## config.mk

```make
export PLATFORM = sky130hd
export DESIGN_NAME = grn_ctrl
export DESIGN_NICKNAME = d
export VERILOG_FILES = /design/src/rtl/core/assert_macros.svh /design/src/rtl/core/grn_pkg.sv /design/src/rtl/core/grn_ctrl.sv
export SDC_FILE = /design/constraint.sdc
export NUM_CORES = 1
export LEC_CHECK = 0
export BUFFER_PORTS_ARGS = -buffer_cell sky130_fd_sc_hd__clkbuf_2
export CAP_MARGIN = 20
export CELL_PAD_IN_SITES_DETAIL_PLACEMENT = 1
export CELL_PAD_IN_SITES_GLOBAL_PLACEMENT = 1
export CORE_MARGIN = 2
export CORE_UTILIZATION = 41
export DETAILED_ROUTE_END_ITERATION = 8
export HOLD_SLACK_MARGIN = 0.08
export PLACE_DENSITY = 0.92
export SLEW_MARGIN = 20
export SYNTH_ARGS = -nofsm -noshare
export SYNTH_HDL_FRONTEND = slang
export SYNTH_SLANG_ARGS = --single-unit
```

## constraint.sdc

```tcl
create_clock -name clk -period 2.6 [get_ports clk]
set_input_delay 0.13 -clock clk [delete_from_list [all_inputs] [get_ports clk]]
set_output_delay 0.13 -clock clk [all_outputs]
set_load 0.05 [all_outputs]
```

## src/rtl/core/assert_macros.svh

```systemverilog
// ---------------------------------------------------------------------------
// Assertion macros
// Shared concurrent assertion forms for the gated RMS norm row block.
// ---------------------------------------------------------------------------
`ifndef ASSERT_MACROS_SVH
`define ASSERT_MACROS_SVH

// same-cycle implication
`define ASSERT_IMPLIES(label, clk, rst_n, ante, cons) \
    label: assert property (@(posedge clk) disable iff (!rst_n) (ante) |-> (cons)) \
        else $error("%m: implication failed");

// next-cycle implication
`define ASSERT_NEXT(label, clk, rst_n, ante, cons) \
    label: assert property (@(posedge clk) disable iff (!rst_n) (ante) |=> (cons)) \
        else $error("%m: next-cycle implication failed");

`endif

```

## src/rtl/core/grn_pkg.sv

```systemverilog
// ---------------------------------------------------------------------------
// grn_pkg
// Types, constants and arithmetic helpers of the gated RMS norm row block.
// ---------------------------------------------------------------------------
package grn_pkg;

    localparam int MAX_ROW_DEF = 64;
    localparam int DATA_W      = 16;
    localparam int EPS_W       = 24;
    localparam int LEN_W       = 7;
    localparam int SUM_W       = 38;
    localparam int NUM_W       = 64;
    localparam int DEN_W       = 33;
    localparam int MUL_W       = 34;
    localparam int PROD_W      = 68;
    localparam int STEP_W      = 5;
    localparam int SQRT_STEPS  = 32;
    localparam int EXP_STEPS   = 16;
    localparam int SIG_W       = 17;

    typedef enum logic [1:0] {
        REG_EPSILON,
        REG_ACTIVATION,
        REG_USE_WEIGHT,
        REG_ROW_LENGTH
    } cfg_reg_t;

    typedef enum logic [4:0] {
        CMD_NONE,
        CMD_LOAD,
        CMD_MEAN,
        CMD_RECIP,
        CMD_SQRT_INIT,
        CMD_SQRT_STEP,
        CMD_READ,
        CMD_EXP_INIT,
        CMD_EXP_STEP,
        CMD_SIG_DIV,
        CMD_SIG_SET,
        CMD_MUL_XR,
        CMD_N_XR,
        CMD_MUL_W,
        CMD_N_W,
        CMD_MUL_GS,
        CMD_GS_SET,
        CMD_MUL_ACT,
        CMD_EMIT
    } dp_op_t;

    typedef struct packed {
        dp_op_t              op;
        logic [STEP_W-1:0]   step;
        logic                last;
    } dp_cmd_t;

    typedef enum logic [4:0] {
        S_LOAD,
        S_MEAN,
        S_MEAN_WAIT,
        S_RECIP_WAIT,
        S_SQRT,
        S_READ,
        S_EXP_INIT,
        S_EXP,
        S_SIG_DIV,
        S_SIG_WAIT,
        S_MUL_XR,
        S_N_XR,
        S_MUL_W,
        S_N_W,
        S_MUL_GS,
        S_GS_SET,
        S_MUL_ACT,
        S_EMIT
    } ctrl_state_t;

    // exp(-2^(k-12)) in Q0.31, each entry the rounded square of the one before
    typedef logic [30:0] t_tab_t [EXP_STEPS];

    function automatic t_tab_t make_t_tab();
        t_tab_t      tab;
        logic [63:0] t;
        int          k;
        t = 64'd2146959424;
        for (k = 0; k < EXP_STEPS; k++)
        begin
            tab[k] = t[30:0];
            t = (t * t + (64'd1 << 30)) >> 31;
        end
        return tab;
    endfunction

    localparam t_tab_t T_TAB = make_t_tab();

    localparam logic signed [PROD_W-1:0] N_MAX = 68'sh7FFF_FFFF;
    localparam logic signed [PROD_W-1:0] Y_MAX = 68'sh7FFF;
    localparam logic signed [PROD_W-1:0] Y_MIN = -68'sh8000;

    // round half away from zero, divide by 2^sh
    function automatic logic signed [PROD_W-1:0] round_shift(
        input logic signed [PROD_W-1:0] v,
        input int unsigned              sh
    );
        logic [PROD_W-1:0] m;
        m = v[PROD_W-1] ? $unsigned(-v) : $unsigned(v);
        m = (m + (PROD_W'(1) << (sh - 1))) >> sh;
        return v[PROD_W-1] ? -$signed(m) : $signed(m);
    endfunction

    function automatic logic signed [31:0] clamp_n(input logic signed [PROD_W-1:0] v);
        logic signed [31:0] r;
        if (v > N_MAX)
            r = 32'sh7FFF_FFFF;
        else if (v < -N_MAX)
            r = -32'sh7FFF_FFFF;
        else
            r = v[31:0];
        return r;
    endfunction

    function automatic logic signed [DATA_W-1:0] sat16(input logic signed [PROD_W-1:0] v);
        logic signed [DATA_W-1:0] r;
        if (v > Y_MAX)
            r = 16'sh7FFF;
        else if (v < Y_MIN)
            r = -16'sh8000;
        else
            r = v[DATA_W-1:0];
        return r;
    endfunction

endpackage

```

## src/rtl/core/grn_ctrl.sv

```systemverilog
// ---------------------------------------------------------------------------
// grn_ctrl
// Sequencer: row fill, rstd computation and per-element emission.
// ---------------------------------------------------------------------------
module grn_ctrl
    import grn_pkg::*;
#(
    parameter int MAX_ROW = MAX_ROW_DEF,
    parameter int IDX_W   = (MAX_ROW > 1) ? $clog2(MAX_ROW) : 1,
    parameter int CNT_W   = $clog2(MAX_ROW + 1)
)
(
    input  logic             clk,
    input  logic             rst_n,
    input  logic             item_valid,
    output logic             item_stall,
    output logic             res_valid,
    input  logic             res_stall,
    input  logic [LEN_W-1:0] row_length,
    input  logic             use_weight,
    input  logic             div_done,
    output dp_cmd_t          cmd,
    output logic [IDX_W-1:0] addr,
    output logic [CNT_W-1:0] count
);

    ctrl_state_t       state_reg, state_next;
    logic [CNT_W-1:0]  fill_reg, fill_next;
    logic [IDX_W-1:0]  idx_reg, idx_next;
    logic [STEP_W-1:0] step_reg, step_next;
    logic              out_valid_reg, out_valid_next;
    logic [CNT_W-1:0]  len_eff;
    logic [CNT_W:0]    fill_inc;
    logic [CNT_W-1:0]  idx_inc;
    logic              out_free;
    logic              out_load;
    logic              last;

    always_comb
    begin
        if (row_length == '0)
            len_eff = CNT_W'(1);
        else if (row_length > LEN_W'(MAX_ROW))
            len_eff = CNT_W'(MAX_ROW);
        else
            len_eff = row_length[CNT_W-1:0];
    end

    assign fill_inc = {1'b0, fill_reg} + 1'b1;
    assign idx_inc  = CNT_W'(idx_reg) + CNT_W'(1);
    assign last     = idx_inc == fill_reg;
    assign out_free = !out_valid_reg || !res_stall;

    always_ff @(posedge clk or negedge rst_n)
    begin
        if (!rst_n)
        begin
            state_reg     <= S_LOAD;
            fill_reg      <= '0;
            idx_reg       <= '0;
            step_reg      <= '0;
            out_valid_reg <= 1'b0;
        end
        else
        begin
            state_reg     <= state_next;
            fill_reg      <= fill_next;
            idx_reg       <= idx_next;
            step_reg      <= step_next;
            out_valid_reg <= out_valid_next;
        end
    end

    always_comb
    begin
        state_next = state_reg;
        fill_next  = fill_reg;
        idx_next   = idx_reg;
        step_next  = step_reg;
        cmd.op     = CMD_NONE;
        cmd.step   = step_reg;
        cmd.last   = last;
        addr       = fill_reg[IDX_W-1:0];
        item_stall = 1'b1;
        out_load   = 1'b0;
        unique case (state_reg)
            S_LOAD:
            begin
                item_stall = 1'b0;
                if (item_valid)
                begin
                    cmd.op    = CMD_LOAD;
                    fill_next = fill_inc[CNT_W-1:0];
                    if (fill_inc >= {1'b0, len_eff})
                        state_next = S_MEAN;
                end
            end
            S_MEAN:
            begin
                cmd.op     = CMD_MEAN;
                state_next = S_MEAN_WAIT;
            end
            S_MEAN_WAIT:
            begin
                if (div_done)
                begin
                    cmd.op     = CMD_RECIP;
                    state_next = S_RECIP_WAIT;
                end
            end
            S_RECIP_WAIT:
            begin
                if (div_done)
                begin
                    cmd.op     = CMD_SQRT_INIT;
                    step_next  = '0;
                    state_next = S_SQRT;
                end
            end
            S_SQRT:
            begin
                cmd.op    = CMD_SQRT_STEP;
                step_next = step_reg + 1'b1;
                if (step_reg == STEP_W'(SQRT_STEPS - 1))
                begin
                    idx_next   = '0;
                    state_next = S_READ;
                end
            end
            S_READ:
            begin
                addr       = idx_reg;
                cmd.op     = CMD_READ;
                state_next = S_EXP_INIT;
            end
            S_EXP_INIT:
            begin
                cmd.op     = CMD_EXP_INIT;
                step_next  = '0;
                state_next = S_EXP;
            end
            S_EXP:
            begin
                cmd.op = CMD_EXP_STEP;
                if (step_reg == STEP_W'(EXP_STEPS - 1))
                    state_next = S_SIG_DIV;
                else
                    step_next = step_reg + 1'b1;
            end
            S_SIG_DIV:
            begin
                cmd.op     = CMD_SIG_DIV;
                state_next = S_SIG_WAIT;
            end
            S_SIG_WAIT:
            begin
                if (div_done)
                begin
                    cmd.op     = CMD_SIG_SET;
                    state_next = S_MUL_XR;
                end
            end
            S_MUL_XR:
            begin
                cmd.op     = CMD_MUL_XR;
                state_next = S_N_XR;
            end
            S_N_XR:
            begin
                cmd.op     = CMD_N_XR;
                state_next = use_weight ? S_MUL_W : S_MUL_GS;
            end
            S_MUL_W:
            begin
                cmd.op     = CMD_MUL_W;
                state_next = S_N_W;
            end
            S_N_W:
            begin
                cmd.op     = CMD_N_W;
                state_next = S_MUL_GS;
            end
            S_MUL_GS:
            begin
                cmd.op     = CMD_MUL_GS;
                state_next = S_GS_SET;
            end
            S_GS_SET:
            begin
                cmd.op     = CMD_GS_SET;
                state_next = S_MUL_ACT;
            end
            S_MUL_ACT:
            begin
                cmd.op     = CMD_MUL_ACT;
                state_next = S_EMIT;
            end
            S_EMIT:
            begin
                if (out_free)
                begin
                    cmd.op   = CMD_EMIT;
                    out_load = 1'b1;
                    if (last)
                    begin
                        fill_next  = '0;
                        state_next = S_LOAD;
                    end
                    else
                    begin
                        idx_next   = idx_inc[IDX_W-1:0];
                        state_next = S_READ;
                    end
                end
            end
            default:
            begin
                state_next = S_LOAD;
            end
        endcase
    end

    assign out_valid_next = out_load || (out_valid_reg && res_stall);
    assign res_valid      = out_valid_reg;
    assign count          = fill_reg;

endmodule

```

Word level (Yosys, flattened, before mapping)
Index checks and enable logic that the tools add are counted.
{ "totals": {"reg_bits": 24} }
{ "classes": {"addsub": 3, "n_reduce_logical": 14, "n_lt_le_gt_ge": 2, "eq_ne": 31, "n_mux": 34} }
{ "op_table": {"columns": ["cell", "count"], "rows": [
  ["$pmux W5 S18", 2],
  ["$mux W5", 11],
  ["$eq A5 B4 Y1 const B", 9],
  ["$mux W7", 5],
  ["$mux W6", 4],
  ["$ne A2 B2 Y1 const B", 11],
  ["$eq A5 B3 Y1 const B", 4],
  ["$pmux W5 S4", 1],
  ["$eq A5 B5 Y1 const B", 3],
  ["$pmux W7 S2", 1],
  ["$pmux W6 S2", 1],
  ["$eq A5 B2 Y1 const B", 2],
  ["$add A7 B1 Y8 const B", 1],
  ["$ge A8 B7 Y1", 1],
  ["$reduce_and A4 Y1", 2],
  ["$reduce_and A8 Y1", 1],
  ["$add A6 B1 Y7 const B", 1],
  ["$eq A7 B7 Y1", 1],
  ["$gt A7 B7 Y1 const B", 1],
  ["$logic_not A7 Y1", 1],
  ["$mux W3", 2],
  ["$add A5 B1 Y5 const B", 1],
  ["$eq A5 B1 Y1 const B", 1],
  ["$logic_not A5 Y1", 1],
  ["9 further kinds", 16]
]} }

Logic depth before layout (Yosys ltp)
{ "logic_depth": {"word_depth": 7, "ltp_mapped": 11, "depth_no_buf": 10} }

Worst setup path before layout
Ideal clock, no wire load.
{ "synth_timing": {"kind": "register to register", "start": "register fill_reg[0], in the netlist count[0]", "end": "register state_reg[1]", "slack_ns": -0.033, "arrival_ns": 2.514, "period_less_slack_ns": 2.633, "n_path_buf": 0, "stages_incl_launch_ff": 11, "path_cell_list": "dfrtp_1 > ha_1 > nand3_1 > xnor2_1 > ha_1 > nand4_1 > nor2_1 > a2111oi_0 > a221oi_1 > o21ai_0 > o21a_1"} }
{ "synth_between": {"elab_chain_len": 4} }
{ "synth_lines": {"columns": ["item", "line_no", "source"], "rows": [
  ["from (decl)", "grn_ctrl.sv:28", "logic [CNT_W-1:0] fill_reg, fill_next;"],
  ["from (signal assigned)", "grn_ctrl.sv:67", "fill_reg <= fill_next;"],
  ["$add A7 B1 Y8", "grn_ctrl.sv:49", "assign fill_inc = {1'b0, fill_reg} + 1'b1;"],
  ["$ge A8 B7 Y1", "grn_ctrl.sv:94", "if (fill_inc >= {1'b0, len_eff})"],
  ["$ne A2 B2 Y1 (no source line)", null, null],
  ["$reduce_and A8 Y1 (no source line)", null, null],
  ["to (signal assigned)", "grn_ctrl.sv:66", "state_reg <= state_next;"],
  ["to (decl)", "grn_ctrl.sv:27", "ctrl_state_t state_reg, state_next;"]
]} }
Every way passes these cells.
A chain may end at the register's enable or synchronous reset.

==> metrics.yaml <==
placement:
  hpwl_um: 5205
  numPortBuffers: 38
  routabilityCongestion: 0.9181
grt:
  grt_pass1_wl_um: 11630
  grt_pass1_vias: 2317
  antenna_found_initial: 0
  grt_max_degree: 25
  overflow: 0
  grt_usage_pct: 26.75
timing:
  setup_violations: 0
  fin_setup_tns_ns: 0
  finalHoldViolations: 0
  max_clock_freq_mhz: 395.0
  worst_pin_slew_ns: 0.6765
  holdWs_ns: 0.1071
  layout_min_cycle_time_ns: 2.531
  slew_headroom_pct: 54.90
  drv_slew: 0
  post-route-period-util_pct: 97.36
  skew_ns: 0.001870
setup_path:
  cp.arrival_ns: 2.40
  critical_path.slowest_cell: "dfrtp_2"
  worst_setup_path_end_kind: "primary output"
  critPathBufInv: 2
  critical_path_class: "flop to primary output"
  cpPeakStageDelay_ns: 0.48
  path_cells: "nand3_2, or3_4, a2111oi_4, o211ai_4, inv_1, clkbuf_4"
  startpoint_type: "flop"
  cp_max_fo: 10
  path_delay_family: "simple AND/OR/NAND/NOR gates"
  worstPathRequired_ns: 2.47
logic_synthesis:
  syn_area_per_cell_um2: 8.022
  syn_inst: 260
  ys_warn_count: 0
  synth_cell_types: 48
  syn-num-nets: 285
  synth_seq_area_share_pct: 28.79
  postSynth.asyncResetShare_pct: 100.0
  synth_edf_count: 0
  syn_area_um2: 2086
  synth-main-ff-cell: "dfrtp_1"
  yosys_register_bits: 24
power:
  ir_drop_uv: 401.3
  seqPwrFrac_pct: 20.8
  p_comb_share_pct: 69.0
  power_uw: 2708
  p_int_uw: 1180
  powerDensity_nw_per_um2: 1092
  p_switching_uw: 1528
  p_leak_uw: 0.001156
  p_clk_share_pct: 10.1
  sw_frac_of_total_pct: 56.43
cells_and_area:
  drive_gt1_share_pct: 24.75
  num_antenna_cells: 0
  nNetsFinal: 329
  largest_register_ffs: 7
  syn2layout_area_growth_pct: 18.90
  final_util_pct: 51.48
die:
  placementRows: 25
  pin_count: 39
  initial_core_util_pct: 43.30
  core-area_um2: 4817
  fp.dieArea_um2: 5674
  fp.dieW_um: 75.33
  chipHeight_um: 75.33
detailed_routing:
  vias: 2184
  drtIter0Drc: 122
  drt-total-wl_um: 7141
  via_per_inst: 5.903
  drt_pass1_iterations: 4
  wl_per_cell_um: 19.30
  route.detailed.drc: 0
  postRouteAntennaNets: 0
run_status:
  outcome: "complete, no violations"
cts:
  clkTransAtPathRegs_ns: 0.09
  cts_made_buffers: 3
  cts_max_level: 1
  numClockSinks: 24
  cts_tree: "built"
  clockBufferDepth: 2
  insertion_delay_ns: 0.28
  ctsRootBufferMaster: "clkbuf_8"
worst_hold_path:
  worstHoldPathType: "primary input to flop"
job:
  cap_violations: 0
==> worst register-to-register path: stages (launching register included) <==
cell,delay (ns)
dfrtp_2,0.48
nand3_2,0.21
or3_4,0.45
a2111oi_4,0.43
o211ai_4,0.24
o21ai_0,0.28
a31oi_1,0.17
==> kinds of logic (layout without fill, tap and decap cells) <==
logic type / after synthesis / count (layout) / synth area share, %
DFF: 24 / 24 / 28.79
and+or+nand+nor: 113 / 113 / 26.52
buffers and inverters: 23 / 66 / 5.098
adders and majority gates: 12 / 12 / 7.198
xor gates and xnor gates: 17 / 17 / 7.139
muxes: 9 / 9 / 4.679
AOI/OAI and AO/OA: 62 / 62 / 20.58
==> power by group through the flow <==
stage	registers (uW)	logic, uW	clock network, uW
finish	564	1870	275
global placement	556	1710	0
CTS	562	1820	278
floorplan	677	1190	0
global route	576	2000	291
detailed placement	565	1790	0
==> cells in the final DEF (no fill, tap or decap), types with 2 or more instances in the layout <==
cell type  Yosys  routed
clkbuf_2       1      37
buf_4          3      15
nand3_1       15      15
nand2b_1       3       3
ha_1          12      12
nor2_1        26      26
xnor2_1       14      14
clkbuf_8       0       4
nor2b_1        5       5
and3_1        10      10
nor3b_1        2       2
o31ai_1        3       3
a21o_1         2       2
xor2_1         3       3
a21oi_1       15      15
a31oi_1        3       3
nor3_1         8       8
dfrtp_1       24      21
o21a_1         2       2
nand2_1       35      35
inv_1          8       8
mux2_2         6       6
o21ai_0       20      20
dfrtp_2        0       3
a22o_1         4       4
mux2i_1        3       3
==> path summary, 6_finish.rpt <==
path | start | end | slack [ns] | cells past startpoint
max reg2reg | idx_reg[2] | count[0] | 0.20 | 6
max in group asynchronous | rst_n | idx_reg[0] | 1.72 | 2
min reg2reg | res_valid | res_valid | 0.56 | 2
min in group asynchronous | rst_n | state_reg[4] | 0.41 | 2
min | res_stall | res_valid | 0.11 | 3
max | idx_reg[2] | cmd[0] | 0.07 | 6
==> timing repair <==
| action | in CTS | in global routing |
|---|---|---|
| hold buffers | 1 | 0 |
| hold endpoints to repair | 24 | 0 |
| pin swaps | 0 | 1 |
| setup endpoints to repair | 1 | 5 |
| setup buffers | 0 | 1 |
| resized for setup | 3 | 4 |
==> Yosys cell counts, types with 2 or more instances <==
master,n,area share (%)
o31ai_1,3,1.1
nand3_1,15,3.6
a21o_1,2,0.72
ha_1,12,7.2
a21oi_1,15,3.6
nor2b_1,5,1.5
dfrtp_1,24,29
o21a_1,2,0.72
nand2b_1,3,0.90
mux2i_1,3,1.4
buf_4,3,1.1
o21ai_0,20,4.8
a221oi_1,2,0.84
nand2_1,35,6.3
a31oi_1,3,0.90
clkbuf_1,9,1.6
mux2_2,6,3.2
a22o_1,4,1.7
and3_1,10,3.0
inv_1,8,1.4
nor2_1,26,4.7
xnor2_1,14,5.9
nor3_1,8,1.9
xor2_1,3,1.3
nor3b_1,2,0.72
==> cell type report <==
cell class / count / area, um2
tap: 67 / 83.83
multi-input combinational: 213 / 1391
fill: 626 / 2337
timing repair buffer: 54 / 315.3
sequential: 24 / 604.3
clock buffer: 4 / 55.05
inverter: 8 / 30.03
==> routing by layer <==
metal / wire length, um / GRT usage (%) / vias to the layer above / part of all wire, %
li1: - / - / 1013 / -
met1: 3019 / 34.52 / 1072 / 42
met2: 3608 / 45.02 / 78 / 51
met3: 323 / 3.439 / 21 / 4.5
met4: 190 / 11.50 / 0 / 2.7
met5: 0 / 0 / - / 0
==> per-stage QoR <==
step	worst slack [ns]	instances	instance area (um2)
global route	-0.002995	370	2480
CTS	0.04412	369	2460
floorplan	0.01628	260	2087
global placement	0.3060	364	2390
finish	0.06855	370	2480
detailed placement	0.1171	364	2390
No activity file was read; power rests on OpenSTA's default activity.
